## src/pcv_pkg.sv

```systemverilog
// Package for the path component validator: payload types, codes, path state
// and the per-byte segment update functions. No dependencies.
`default_nettype none

package pcv_pkg;

   localparam int unsigned KEPT_W   = 13;
   localparam int unsigned STRIP_W  = 16;
   localparam int unsigned DATA_W   = 32;
   localparam int unsigned ADDR_W   = 3;

   localparam logic [KEPT_W-1:0]  KEPT_MAX     = KEPT_W'(4096);
   localparam logic [STRIP_W-1:0] STRIP_MAX    = STRIP_W'(65535);
   localparam logic [KEPT_W-1:0]  PATH_LIMIT   = KEPT_W'(256);
   localparam logic [KEPT_W-1:0]  CAPACITY_RST = KEPT_W'(4096);

   localparam logic [7:0] CHAR_BSLASH = 8'h5C;
   localparam logic [7:0] CHAR_SLASH  = 8'h2F;
   localparam logic [7:0] CHAR_DOT    = 8'h2E;

   // register index (paddr[2])
   localparam logic REG_WRITE_RULE      = 1'b0;
   localparam logic REG_BUFFER_CAPACITY = 1'b1;

   typedef enum logic [2:0] {
      FAULT_OK        = 3'd0,
      FAULT_BACKSLASH = 3'd1,
      FAULT_EMPTY     = 3'd2,
      FAULT_TOO_LONG  = 3'd3,
      FAULT_EMPTY_SEG = 3'd4,
      FAULT_DOT       = 3'd5,
      FAULT_DOTDOT    = 3'd6,
      FAULT_HIDDEN    = 3'd7
   } fault_type;

   typedef enum logic [1:0] {
      PH_STRIP = 2'd0,
      PH_DOT   = 2'd1,
      PH_KEEP  = 2'd2
   } phase_type;

   typedef struct packed {
      logic [7:0] path_byte;
      logic       final_byte;
   } req_payload_type;

   typedef struct packed {
      logic              accepted;
      logic [2:0]        fault_code;
      logic [STRIP_W-1:0] strip_count;
      logic [KEPT_W-1:0]  kept_length;
   } rsp_payload_type;

   // segment tracking for the kept part
   typedef struct packed {
      logic [1:0]        seg_len;
      logic [1:0]        dot_marks;
      logic [KEPT_W-1:0] kept;
      fault_type         seg_fault;
   } seg_state_type;

   typedef struct packed {
      phase_type          phase;
      seg_state_type      seg;
      logic [STRIP_W-1:0] stripped;
      logic               backslash;
   } path_state_type;

   localparam path_state_type PATH_RST = '{
      phase:     PH_STRIP,
      seg:       '{seg_len: 2'd0, dot_marks: 2'd0, kept: '0, seg_fault: FAULT_OK},
      stripped:  '0,
      backslash: 1'b0
   };

   // first segment fault wins, but replaces a pending hidden mark
   function automatic seg_state_type note_fault(seg_state_type s, fault_type code);
      seg_state_type r;
      r = s;
      if (s.seg_fault == FAULT_OK || s.seg_fault == FAULT_HIDDEN) r.seg_fault = code;
      return r;
   endfunction

   function automatic seg_state_type close_segment(seg_state_type s);
      seg_state_type r;
      r = s;
      if (s.seg_len == 2'd0)
         r = note_fault(r, FAULT_EMPTY_SEG);
      else if (s.seg_len == 2'd1 && s.dot_marks[0])
         r = note_fault(r, FAULT_DOT);
      else if (s.seg_len == 2'd2 && s.dot_marks == 2'b11)
         r = note_fault(r, FAULT_DOTDOT);
      r.seg_len   = 2'd0;
      r.dot_marks = 2'd0;
      return r;
   endfunction

   function automatic seg_state_type keep_byte(seg_state_type s, logic [7:0] c);
      seg_state_type r;
      r = s;
      if (s.kept < KEPT_MAX) r.kept = s.kept + KEPT_W'(1);
      if (c == CHAR_SLASH) begin
         r = close_segment(r);
      end else begin
         if (c == CHAR_DOT) begin
            if (s.seg_len == 2'd0) begin
               r.dot_marks[0] = 1'b1;
               if (s.seg_fault == FAULT_OK) r.seg_fault = FAULT_HIDDEN;
            end else if (s.seg_len == 2'd1) begin
               r.dot_marks[1] = 1'b1;
            end
         end
         if (s.seg_len != 2'd3) r.seg_len = s.seg_len + 2'd1;
      end
      return r;
   endfunction

endpackage

`default_nettype wire

```

## src/pcv_byte_step.sv

```systemverilog
// Combinational per-byte update of the path state and the verdict for a
// final byte. Depends on pcv_pkg.
`default_nettype none

module pcv_byte_step (
   input  pcv_pkg::path_state_type               cur_state,
   input  logic [7:0]                            path_byte,
   input  logic                                  final_byte,
   input  logic                                  write_rule,
   input  logic [pcv_pkg::KEPT_W-1:0]            buffer_capacity,
   output pcv_pkg::path_state_type               next_state,
   output pcv_pkg::rsp_payload_type              verdict
);
   import pcv_pkg::*;

   path_state_type        st;
   seg_state_type         fin;
   logic [STRIP_W:0]      strip_sum;
   logic [1:0]            strip_add;
   fault_type             code;

   always_comb begin
      st        = cur_state;
      strip_add = 2'd0;
      if (path_byte == CHAR_BSLASH) st.backslash = 1'b1;
      unique case (cur_state.phase)
         PH_STRIP: begin
            if (path_byte == CHAR_SLASH) begin
               strip_add = 2'd1;
            end else if (path_byte == CHAR_DOT) begin
               st.phase = PH_DOT;
            end else begin
               st.phase = PH_KEEP;
               st.seg   = keep_byte(cur_state.seg, path_byte);
            end
         end
         PH_DOT: begin
            if (path_byte == CHAR_SLASH) begin
               strip_add = 2'd2;
               st.phase  = PH_STRIP;
            end else begin
               st.phase = PH_KEEP;
               st.seg   = keep_byte(keep_byte(cur_state.seg, CHAR_DOT), path_byte);
            end
         end
         default: begin
            st.seg = keep_byte(cur_state.seg, path_byte);
         end
      endcase
      strip_sum = {1'b0, cur_state.stripped} + (STRIP_W+1)'(strip_add);
      st.stripped = (strip_sum > {1'b0, STRIP_MAX}) ? STRIP_MAX : strip_sum[STRIP_W-1:0];
   end

   assign next_state = st;

   // end of path: a pending lone dot is kept, then the open segment closes
   always_comb begin
      fin = st.seg;
      if (st.phase == PH_DOT) fin = keep_byte(fin, CHAR_DOT);
      if (fin.kept != '0 && path_byte != CHAR_SLASH) fin = close_segment(fin);

      priority if (st.backslash)
         code = FAULT_BACKSLASH;
      else if (fin.kept == '0)
         code = FAULT_EMPTY;
      else if (fin.kept >= buffer_capacity || fin.kept >= PATH_LIMIT)
         code = FAULT_TOO_LONG;
      else if (fin.seg_fault == FAULT_EMPTY_SEG || fin.seg_fault == FAULT_DOT
               || fin.seg_fault == FAULT_DOTDOT)
         code = fin.seg_fault;
      else if (fin.seg_fault == FAULT_HIDDEN && write_rule)
         code = FAULT_HIDDEN;
      else
         code = FAULT_OK;

      verdict.accepted    = (code == FAULT_OK) && final_byte;
      verdict.fault_code  = code;
      verdict.strip_count = st.stripped;
      verdict.kept_length = fin.kept;
   end

endmodule

`default_nettype wire

```

## src/path_component_validator_top.sv

```systemverilog
// Path component validator, top level: handshakes, register file, path state.
// Depends on pcv_pkg and pcv_byte_step.
// Throughput: one path byte per cycle; a final byte waits only while a verdict is held.
// Output: the verdict is registered; once its final byte leaves the input register, the
//   verdict sits in the result register with rsp_valid high.
// Reset: synchronous, active high; clears path state and valid flags, write_rule 0, capacity 4096.
`default_nettype none

module path_component_validator_top (
   input  logic                           clock,
   input  logic                           reset,
   // request channel: one path byte per request
   input  logic                           req_valid,
   output logic                           req_stall,
   input  pcv_pkg::req_payload_type       req_payload,
   // response channel: one verdict per path
   output logic                           rsp_valid,
   input  logic                           rsp_stall,
   output pcv_pkg::rsp_payload_type       rsp_payload,
   // register port
   input  logic                           psel,
   input  logic                           penable,
   input  logic                           pwrite,
   input  logic [pcv_pkg::ADDR_W-1:0]     paddr,
   input  logic [pcv_pkg::DATA_W-1:0]     pwdata,
   output logic [pcv_pkg::DATA_W-1:0]     prdata,
   output logic                           pready
);
   import pcv_pkg::*;

   // configuration registers
   logic                 write_rule_ff;
   logic [KEPT_W-1:0]    capacity_ff;
   logic                 cfg_write;

   // input register stage
   logic                 in_valid_ff,  in_valid_in;
   req_payload_type      in_payload_ff;

   // running path state, owned by the byte in the input register once it moves
   path_state_type       path_ff,      path_in;
   path_state_type       step_state;
   rsp_payload_type      step_verdict;

   // result register
   logic                 rsp_valid_ff, rsp_valid_in;
   rsp_payload_type      rsp_payload_ff;

   logic                 rsp_free;     // result register can take a verdict
   logic                 stage_move;   // input-register byte is consumed this cycle
   logic                 req_take;

   //--------------------------------------------------------------------------
   // Register port: writes land on the access phase, pready tied high.
   //--------------------------------------------------------------------------
   assign pready    = 1'b1;
   assign cfg_write = psel && penable && pwrite;

   always_comb begin
      unique case (paddr[2])
         REG_WRITE_RULE:      prdata = {{(DATA_W-1){1'b0}}, write_rule_ff};
         REG_BUFFER_CAPACITY: prdata = {{(DATA_W-KEPT_W){1'b0}}, capacity_ff};
         default:             prdata = '0;
      endcase
   end

   always_ff @(posedge clock) begin
      if (reset) begin
         write_rule_ff <= 1'b0;
         capacity_ff   <= CAPACITY_RST;
      end else if (cfg_write) begin
         if (paddr[2] == REG_WRITE_RULE) write_rule_ff <= pwdata[0];
         else                            capacity_ff   <= pwdata[KEPT_W-1:0];
      end
   end

   //--------------------------------------------------------------------------
   // Flow control. A non-final byte always moves on; a final byte needs the
   // result register empty or draining this cycle. The input register stalls
   // only behind a final byte that cannot move.
   //--------------------------------------------------------------------------
   assign rsp_free   = !rsp_valid_ff || !rsp_stall;
   assign stage_move = in_valid_ff && (!in_payload_ff.final_byte || rsp_free);
   assign req_stall  = in_valid_ff && !stage_move;
   assign req_take   = req_valid && !req_stall;

   assign in_valid_in = req_stall ? in_valid_ff : req_valid;

   //--------------------------------------------------------------------------
   // Per-byte update
   //--------------------------------------------------------------------------
   pcv_byte_step u_step (
      .cur_state       (path_ff),
      .path_byte       (in_payload_ff.path_byte),
      .final_byte      (in_payload_ff.final_byte),
      .write_rule      (write_rule_ff),
      .buffer_capacity (capacity_ff),
      .next_state      (step_state),
      .verdict         (step_verdict)
   );

   // the final byte starts the next path from a clean state
   always_comb begin
      path_in = path_ff;
      if (stage_move) path_in = in_payload_ff.final_byte ? PATH_RST : step_state;
   end

   always_comb begin
      rsp_valid_in = rsp_valid_ff && rsp_stall;
      if (stage_move && in_payload_ff.final_byte) rsp_valid_in = 1'b1;
   end

   always_ff @(posedge clock) begin
      if (reset) begin
         in_valid_ff  <= 1'b0;
         rsp_valid_ff <= 1'b0;
         path_ff      <= PATH_RST;
      end else begin
         in_valid_ff  <= in_valid_in;
         rsp_valid_ff <= rsp_valid_in;
         path_ff      <= path_in;
      end
   end

   // payload registers, no reset
   always_ff @(posedge clock) begin
      if (req_take) in_payload_ff <= req_payload;
      if (stage_move && in_payload_ff.final_byte) rsp_payload_ff <= step_verdict;
   end

   assign rsp_valid   = rsp_valid_ff;
   assign rsp_payload = rsp_payload_ff;

endmodule

`default_nettype wire

```

## config.mk

```make
export PLATFORM = sky130hd
export DESIGN_NAME = path_component_validator_top
export DESIGN_NICKNAME = d
export VERILOG_FILES = /design/src/pcv_pkg.sv /design/src/pcv_byte_step.sv /design/src/path_component_validator_top.sv
export SDC_FILE = /design/constraint.sdc
export NUM_CORES = 1
export LEC_CHECK = 0
export BUFFER_PORTS_ARGS = -buffer_cell sky130_fd_sc_hd__buf_2
export CAP_MARGIN = 20
export CORE_UTILIZATION = 40
export DETAILED_ROUTE_END_ITERATION = 10
export GPL_ROUTABILITY_DRIVEN = 1
export GPL_TIMING_DRIVEN = 0
export PLACE_DENSITY = 0.67
export SLEW_MARGIN = 15
export SYNTH_ARGS = -nofsm -noshare
export SYNTH_HDL_FRONTEND = slang
export SYNTH_HIERARCHICAL = 1
export SYNTH_SLANG_ARGS = --single-unit
```

## constraint.sdc

```tcl
create_clock -name clock -period 7.89 [get_ports clock]
set_input_delay 0.3945 -clock clock [delete_from_list [all_inputs] [get_ports clock]]
set_output_delay 0.3945 -clock clock [all_outputs]
set_load 0.01 [all_outputs]
```

---- After elaboration in Yosys (flattened, before gate mapping) ----
Index checks and enable logic that the tools add are counted.
word-level totals
  bits in registers ....................... 97
  bits of input ports ..................... 51
  output and inout port bits .............. 68
operators by class
  add/subtract/negate cells ............... 7
  order comparisons ....................... 6
  equality and inequality tests ........... 23
  muxes and demuxes ....................... 67
  bitwise operators ....................... 1
  reductions and logical operators ........ 40
operator list
  kind                   count
  $mux 3                 29
  $mux 13                5
  $pmux 32 s2            1
  $mux 20                3
  $pmux 20 s2            1
  $add 13x1->13 const B  3
  $lt 13x13->1 const B   3
  $mux 39                1
  $mux 22                1
  $eq 3x3->1 const B     6
  $add 16x2->17          1
  $gt 17x16->1 const B   1
  $eq 8x6->1 const B     2
  $mux 16                1
  $mux 2                 8
  $logic_not 3->1        5
  $logic_and 1x1->1      14
  $ge 13x13->1           1
  $ge 13x9->1 const B    1
  $logic_not 13->1       1
  $reduce_bool 13->1     1
  $eq 2x1->1 const B     6
  $mux 1                 12
  $mux 4                 3
  11 further kinds       34

---- Longest topological paths before layout ----
Gate-level depths: netlist (run 1).
  word-level depth ........................ 31
  depth in mapped cells ................... 23
  depth with buffers taken out ............ 22

---- Modules after synthesis ----
Netlist (run 1), hierarchy kept.
by module, submodules not included
  module                        times used  cells an instance  area each (um^2)  sequential area each (um^2)
  path_component_validator_top  1           238                3301.9            2362.3
  pcv_byte_step                 1           469                3248.1            0.0

---- Worst setup path before layout (run 1) ----
No wires, ideal clock.
  path type ............................... reg2reg
  start point ............................. reg path_ff[21] in the netlist's numbering
  end point ............................... reg rsp_payload_ff, in the netlist rsp_payload[30], data pin
  arrival time ............................ 4248 ps
  data required time ...................... 7630 ps
  setup slack ............................. 3382 ps
  cell stages (with the launch flop) ...... 23
  path buffers ............................ 0
  clock period less this slack ............ 4508 ps
  cells stage by stage .................... dfxtp_1 -> ha_1 -> nand2b_1 -> nand2_1 -> ha_1 -> or4b_2 -> nand3_2 -> ha_1 -> and2_1 -> nand4_2 -> nor2_1 -> xnor2_1 -> inv_1 -> ha_1 -> a21o_1 -> a21o_1 -> a21oi_1 -> o21ai_0 -> a21o_1 -> a211oi_1 -> o211ai_1 -> nor2b_1 -> a21oi_1
RTL lines
  item                    line                                 source
  from (decl)             path_component_validator_top.sv:41   path_state_type path_ff, path_in;
  from (signal assigned)  path_component_validator_top.sv:121  path_ff <= path_in;
  to (signal assigned)    path_component_validator_top.sv:128  if (stage_move && in_payload_ff.final_byte) rsp_payload_ff <= step_verdict;
  to (decl)               path_component_validator_top.sv:47   rsp_payload_type rsp_payload_ff;

==> summary.md, run 1 <==
| Metric | Value |
|---|---|
| Non-filler cells, final | `1035` |
| Fill cells | `1533` |
| Synth top area share | `0.193` |
| CTS tree | `built` |
| Switching share of power | `0.252` |
| Internal Dissipation | `0.792 mW` |
| Final hold vios | `0` |
| Ys async rst share | `0` |
| Seq cells post-synth | `97` |
| Initial Util | `0.411` |
| Input/output buffers | `77` |
| Ys flop type | `dfxtp_1` |
| CP arrival | `5430 ps` |
| Worst Hold Class | `input port to register` |
| DP Wirelength | `12.2 mm` |
| Design Area, Final | `7590 µm²` |
| Die height | `130 µm` |
| Die ar. | `16900 µm²` |
| Core area | `15900 µm²` |
| Worst VDD drop | `0.000104 V` |
| Crit-path max FO | `10` |
| Synth top area cells | `edfxtp_1 19%, dfxtp_1 17%, a22o_1 5.3%` |
| Worst Setup Start Kind | `register` |
| DP Area | `7310 µm²` |
| Slew @ Worst Pin | `958 ps` |
| Tmin final | `5370 ps` |
| Syn. warnings | `6` |
| Avg Cell Area, Syn | `9.26 µm²` |
| Initial DRC count | `328` |
| Worst hold slack | `225 ps` |
| Via count | `5562` |
| Max Clk Rate | `0.186 GHz` |
| CTS Root Cell | `clkbuf_16` |
| Yosys top cell by area | `edfxtp_1` |
| Worst Setup End Kind | `register` |
| Nets@finish | `884` |
| Core Util, Final | `0.476` |
| Io pins | `119` |
| Final setup violation count | `0` |
| Sequential group share of total power | `0.507` |
| Dpl cells | `1019` |
| Area grow syn2layout | `15.9%` |
| Critical Path RT | `7960 ps` |
| Maximum buffer depth of the clock tree | `2` |
| Setup CP Type | `register to register` |
| Final Max Tran Viols | `0` |
| Power Total | `1.06 mW` |
| Worst skew pair latency | `350 ps` |
| DRC viols | `0` |
| # H-tree levels | `3` |
| Library cells used by synthesis | `95` |
| RSZ-0062 raised after global routing | `false` |
| DIE WIDTH | `130 µm` |
| Total gr overflow | `0` |
| Setup TNS | `0 ps` |
| Clock sinks | `97` |
| Post_cts resized | `0` |
| Slew margin rel. | `0.360` |
| Antenna fix cells | `0` |
| Routed len/inst | `15.9 µm` |
| Number of flops mapped to enable cells by yosys | `42` |
| Post-Route WL | `16.4 mm` |
| Post-DRT Antenna Nets | `0` |
| Share of the yosys chip area belonging to registers | `0.361` |
| Cts hold-fix bufs | `0` |
| Postcts setup bufs | `0` |
| Worst-path clk slew | `70 ps` |
| First-pass GRT wire length | `26.3 mm` |
| Share of cells above drive strength 1 | `0.245` |
| Largest net degree at the start of global routing | `19` |
| PwrDens | `139 nW/µm²` |
| Post-synthesis instance total | `707` |
| Vias in the first global route | `5039` |
| Leakage | `3.25 nW` |
| Status | `completed` |
| Clock Power Share | `0.397` |
| Via density | `5.37` |
| Post-Syn Area | `6550 µm²` |
| Cts bufs inserted | `9` |
| Comb pwr share | `0.096` |
| Post-route setup slack | `2520 ps` |
| Switching pwr | `0.267 mW` |
| RD Place Congestion | `0.908` |
| Initial antenna violation count | `0` |
| 1st-pass router iterations | `5` |
| Tcrit/Tclk final | `0.681` |
| Post-Place Setup Slack | `2700 ps` |
| Site Rows | `46` |
| Total track usage | `0.200` |
| Count leader, synth | `nand2_1` |
| Top cells by count, synth | `65 x nand2_1, 55 x dfxtp_1, 45 x buf_4, 42 x edfxtp_1` |
| Max cap viols | `0` |
| Setup Skew | `10.2 ps` |
[sequential cells by signal, summed over array words and instances (netlist names)]
| register | flops |
|---|---|
| capacity_ff | 13 |
| rsp_payload | 33 |
| path_ff | 39 |
| in_payload_ff | 9 |
| in_valid_ff | 1 |
| write_rule_ff | 1 |
| rsp_valid | 1 |
[power by group through the flow]
stage	Sequential [mW]	Clock, mW	Combinational (mW)
after detailed placement	0.548	0	0.0998
after global placement	0.549	0	0.0972
after global routing	0.538	0.447	0.112
after CTS	0.537	0.429	0.101
final	0.537	0.421	0.101
after floorplan	0.549	0	0.0678
[worst max-delay path: stages (launching register included)]
cell      delay, ps
dfxtp_1         530
ha_1            250
buf_4           200
nand3_1         150
nor4_4          350
o211ai_1        180
xnor2_1         360
ha_1            260
and2_1          250
nand4_1         120
nor4b_1         560
xor2_1          360
ha_1            320
a21oi_1         130
o21ai_0         100
a21o_1          190
a211oi_1        250
o211ai_1        190
a21oi_1         160
o21ai_1         150
[cell families after synthesis]
kind of cell,Yosys count,synth area share
flops,97,0.361
xor+xnor,29,0.0388
mux,3,0.00497
other cells,2,0.00115
compound gates,197,0.232
buf+inv,106,0.0947
fa+ha+maj,19,0.0374
simple gates,254,0.230
[area by class of cell]
cell class | instances | area, µm² | area share
flip-flops and latches | 97 | 2360 | 0.311
clock inverters | 6 | 52.6 | 0.00692
clock buffers | 10 | 229 | 0.0302
plain buffers | 73 | 497 | 0.0654
multi-input cells | 522 | 3650 | 0.480
repair buffers | 78 | 413 | 0.0544
inverters | 33 | 124 | 0.0163
well taps | 216 | 270 | 0.0356
[layer usage]
layer / global-route usage / wire, µm / vias up / part of all wire
li1: - / - / 2794 / -
met1: 0.272 / 7820 / 2603 / 0.48
met2: 0.324 / 7590 / 147 / 0.46
met3: 0.0381 / 812 / 18 / 0.049
met4: 0.0568 / 208 / 0 / 0.013
met5: 0 / 0 / - / 0
[layout by cell type, fill, tap and decap left out, types with 9 or more instances in the layout]
| cell | n |
|---|---|
| nor3_1 | 19 |
| clkbuf_1 | 11 |
| ha_1 | 18 |
| xnor2_1 | 20 |
| clkbuf_16 | 9 |
| nand2b_1 | 11 |
| buf_4 | 45 |
| nand3_1 | 21 |
| dfxtp_1 | 55 |
| o21a_1 | 10 |
| and3_1 | 11 |
| o21ai_0 | 24 |
| conb_1 | 20 |
| a22o_1 | 40 |
| and2_1 | 18 |
| xor2_1 | 9 |
| buf_2 | 87 |
| edfxtp_1 | 42 |
| nand2_1 | 65 |
| a21oi_1 | 39 |
| inv_1 | 30 |
| nor2_1 | 36 |
[final timing paths]
kind / from / endpoint / slack (ps) / cells after the start
max: path_ff[21]$_SDFFE_PP0P_ / rsp_payload[29]$_DFFE_PP_ / 2520 / 19
min: req_payload[1] / in_payload_ff[1]$_DFFE_PP_ / 230 / 1
max reg2reg: path_ff[21]$_SDFFE_PP0P_ / rsp_payload[29]$_DFFE_PP_ / 2520 / 19
min reg2reg: capacity_ff[4]$_SDFFE_PP0P_ / capacity_ff[4]$_SDFFE_PP0P_ / 470 / 2
Power figures use the tool's default switching activity.
==> run 2, diff against run 1 <==
Settings changed: ABC_AREA from default to 1, PLACE_DENSITY 0.67 to 0.69.
Clock period 7.89 ns to 4.3 ns, I/O delays scaled along.
==> summary.md, run 2 <==
| Metric | Value |
|---|---|
| Status | `completed` |
| Crit-path max FO | `4` |
| Worst VDD drop | `0.000271 V` |
| Library cells used by synthesis | `43` |
| CTS Root Cell | `clkbuf_16` |
| Largest net degree at the start of global routing | `34` |
| Worst hold slack | `36.5 ps` |
| Via count | `6652` |
| Crit path buf inv count | `3` |
| Io pins | `119` |
| Post-Syn Area | `6790 µm²` |
| Ys flop type | `dfxtp_1` |
| Max cap viols | `0` |
| Synth top area cells | `edfxtp_1 19%, dfxtp_1 16%, nand2_1 16%` |
| Slew margin rel. | `0.396` |
| Slew @ Worst Pin | `903 ps` |
| Most frequent CP cell | `nand2_2` |
| Share of cells above drive strength 1 | `0.282` |
| Initial DRC count | `375` |
| Max incr delay on CP | `360 ps` |
| Synth top area share | `0.186` |
| Antenna fix cells | `0` |
| Setup Skew | `10.3 ps` |
| RD Place Congestion | `0.887` |
| Core area | `16600 µm²` |
| Nets@finish | `1213` |
| # H-tree levels | `3` |
| DRC viols | `0` |
| Critical Path RT | `4520 ps` |
| Tmin final | `4150 ps` |
| First-pass GRT wire length | `27.3 mm` |
| Initial Util | `0.410` |
| Sequential group share of total power | `0.445` |
| Worst skew pair latency | `360 ps` |
| Maximum buffer depth of the clock tree | `2` |
| Flip-flop count of the largest register after layout | `39` |
| Worst Setup End Kind | `register` |
| Comb pwr share | `0.140` |
| Post-Place Setup Slack | `-549 ps` |
| Die ar. | `17500 µm²` |
| Yosys top cell by area | `edfxtp_1` |
| Syn. warnings | `6` |
| Most frequent cells in the layout | `259 x nand2_1, 151 x inv_1, 83 x buf_2` |
| Slowest cell on the critical path | `dfxtp_4` |
| Worst Hold Class | `input port to register` |
| Seq cells post-synth | `97` |
| Post-Route WL | `17.2 mm` |
| DP Wirelength | `12.2 mm` |
| Initial antenna violation count | `0` |
| Tcrit/Tclk final | `0.965` |
| Site Rows | `47` |
| Clock sinks | `97` |
| Final Max Tran Viols | `0` |
| Internal Dissipation | `1.67 mW` |
| Die height | `132 µm` |
| Biggest register | `path_ff` |
| Total track usage | `0.189` |
| DIE WIDTH | `132 µm` |
| Cts hold-fix bufs | `0` |
| Post-DRT Antenna Nets | `0` |
| Worst Setup Start Kind | `register` |
| Number of flops mapped to enable cells by yosys | `42` |
| Count leader, synth | `nand2_1` |
| Post-route setup slack | `151 ps` |
| Input/output buffers | `75` |
| CP arrival | `4360 ps` |
| CTS tree | `built` |
| Via density | `4.86` |
| PwrDens | `260 nW/µm²` |
| Share of the yosys chip area belonging to registers | `0.348` |
| Top cells by count, synth | `283 x nand2_1, 162 x inv_1, 87 x nor2_1, 85 x nand3_1, 55 x dfxtp_1` |
| Leakage | `4.08 nW` |
| RSZ-0062 raised after global routing | `true` |
| Post-synthesis instance total | `1006` |
| Clock Power Share | `0.415` |
| Final setup violation count | `0` |
| Routed len/inst | `12.6 µm` |
| Total gr overflow | `0` |
| Cts bufs inserted | `9` |
| Switching share of power | `0.252` |
| Worst-path clk slew | `60 ps` |
| Area grow syn2layout | `26.5%` |
| Vias in the first global route | `5956` |
| Setup CP Type | `register to register` |
| Commonest non-fill, non-tap cell in the layout | `nand2_1` |
| Final hold vios | `0` |
| Switching pwr | `0.564 mW` |
| 1st-pass router iterations | `5` |
| Max Clk Rate | `0.241 GHz` |
| Top cell family by delay on the critical path | `simple AND/OR/NAND/NOR gates` |
| Avg Cell Area, Syn | `6.75 µm²` |
| Ys async rst share | `0` |
-- run 2: changes by cell type in the layout (fill, tap and decap cells not counted), moves of 32 or more --
cell / before / now
nand2_2: 0 / 32
nor2_1: 36 / 79
nand2_1: 65 / 259
inv_1: 30 / 151
nand3_1: 21 / 72
a22o_1: 40 / 0
-- run 2: cell type report --
cell class | count | area (µm²)
Fill cell | 1619 | 7990
Multi-Input combinational cell | 699 | 3930
Sequential cell | 97 | 2380
Inverter | 169 | 644
Timing Repair Buffer | 109 | 631
Buffer | 58 | 399
Tap cell | 220 | 275
Clock buffer | 11 | 233
Clock inverter | 5 | 106
-- run 2: cells by family after synthesis --
group | synth area share
buffers and inverters | 0.152
other | 0.00111
adder cells (fa/ha/maj) | 0.0361
XOR/XNOR | 0.0103
flip-flops | 0.348
AO/OA/AOI/OAI | 0.0912
AND/OR/NAND/NOR | 0.361
-- run 2: final timing paths --
check                                         startpoint                          to  slack [ps]  depth (start not counted)
worst max-delay path            path_ff[20]$_SDFFE_PP0P_   rsp_payload[32]$_DFFE_PP_         150                         29
worst min-delay path                      req_payload[8]  in_payload_ff[8]$_DFFE_PP_          40                          1
worst max register to register  path_ff[20]$_SDFFE_PP0P_   rsp_payload[32]$_DFFE_PP_         150                         29
worst min register to register  path_ff[12]$_SDFFE_PP0P_    path_ff[12]$_SDFFE_PP0P_         470                          2
-- run 2: per-layer routing --
| metal | track usage | vias to the layer above | wire length [µm] |
|---|---|---|---|
| met5 | 0 | - | 0 |
| met4 | 0.0632 | 0 | 280 |
| met3 | 0.0338 | 31 | 870 |
| met2 | 0.330 | 196 | 8480 |
| met1 | 0.235 | 3016 | 7550 |
| li1 | - | 3409 | - |
-- run 2: repair_timing --
action	CTS	global route
pin swaps	18	39
setup endpoints to repair	4	4
gates resized for setup	50	79
buffers inserted	10	24
-- run 2: power groups by stage --
| stage | registers (mW) | logic, mW | clock network, mW |
|---|---|---|---|
| global route | 0.999 | 0.347 | 0.970 |
| CTS | 0.996 | 0.280 | 0.939 |
| global placement | 1.02 | 0.255 | 0 |
| floorplan | 1.02 | 0.186 | 0 |
| finish | 0.997 | 0.313 | 0.929 |
| detailed placement | 1.02 | 0.259 | 0 |
-- run 2: worst register-to-register path, delay by kind of cell, from the launching register on --
| kind | cells | cell delay (ps) |
|---|---|---|
| adders and majority gates | 3 | 650 |
| buffers and inverters | 3 | 190 |
| and+or+nand+nor | 17 | 1800 |
| xor gates and xnor gates | 1 | 180 |
| DFF | 1 | 360 |
| AOI/OAI and AO/OA | 5 | 830 |
-- run 2: metrics by stage --
step / instances / power (mW) / TNS [ps] / cell area, µm² / util
finish: 1368 / 2.24 / 0 / 8600 / 0.518
floorplan: 1024 / 1.20 / 0 / 6860 / -
global placement: 1319 / 1.27 / -1630 / 7510 / 0.453
CTS: 1345 / 2.21 / 0 / 8120 / 0.490
global route: 1368 / 2.32 / -102 / 8600 / 0.518
detailed placement: 1319 / 1.28 / -1850 / 7510 / 0.453
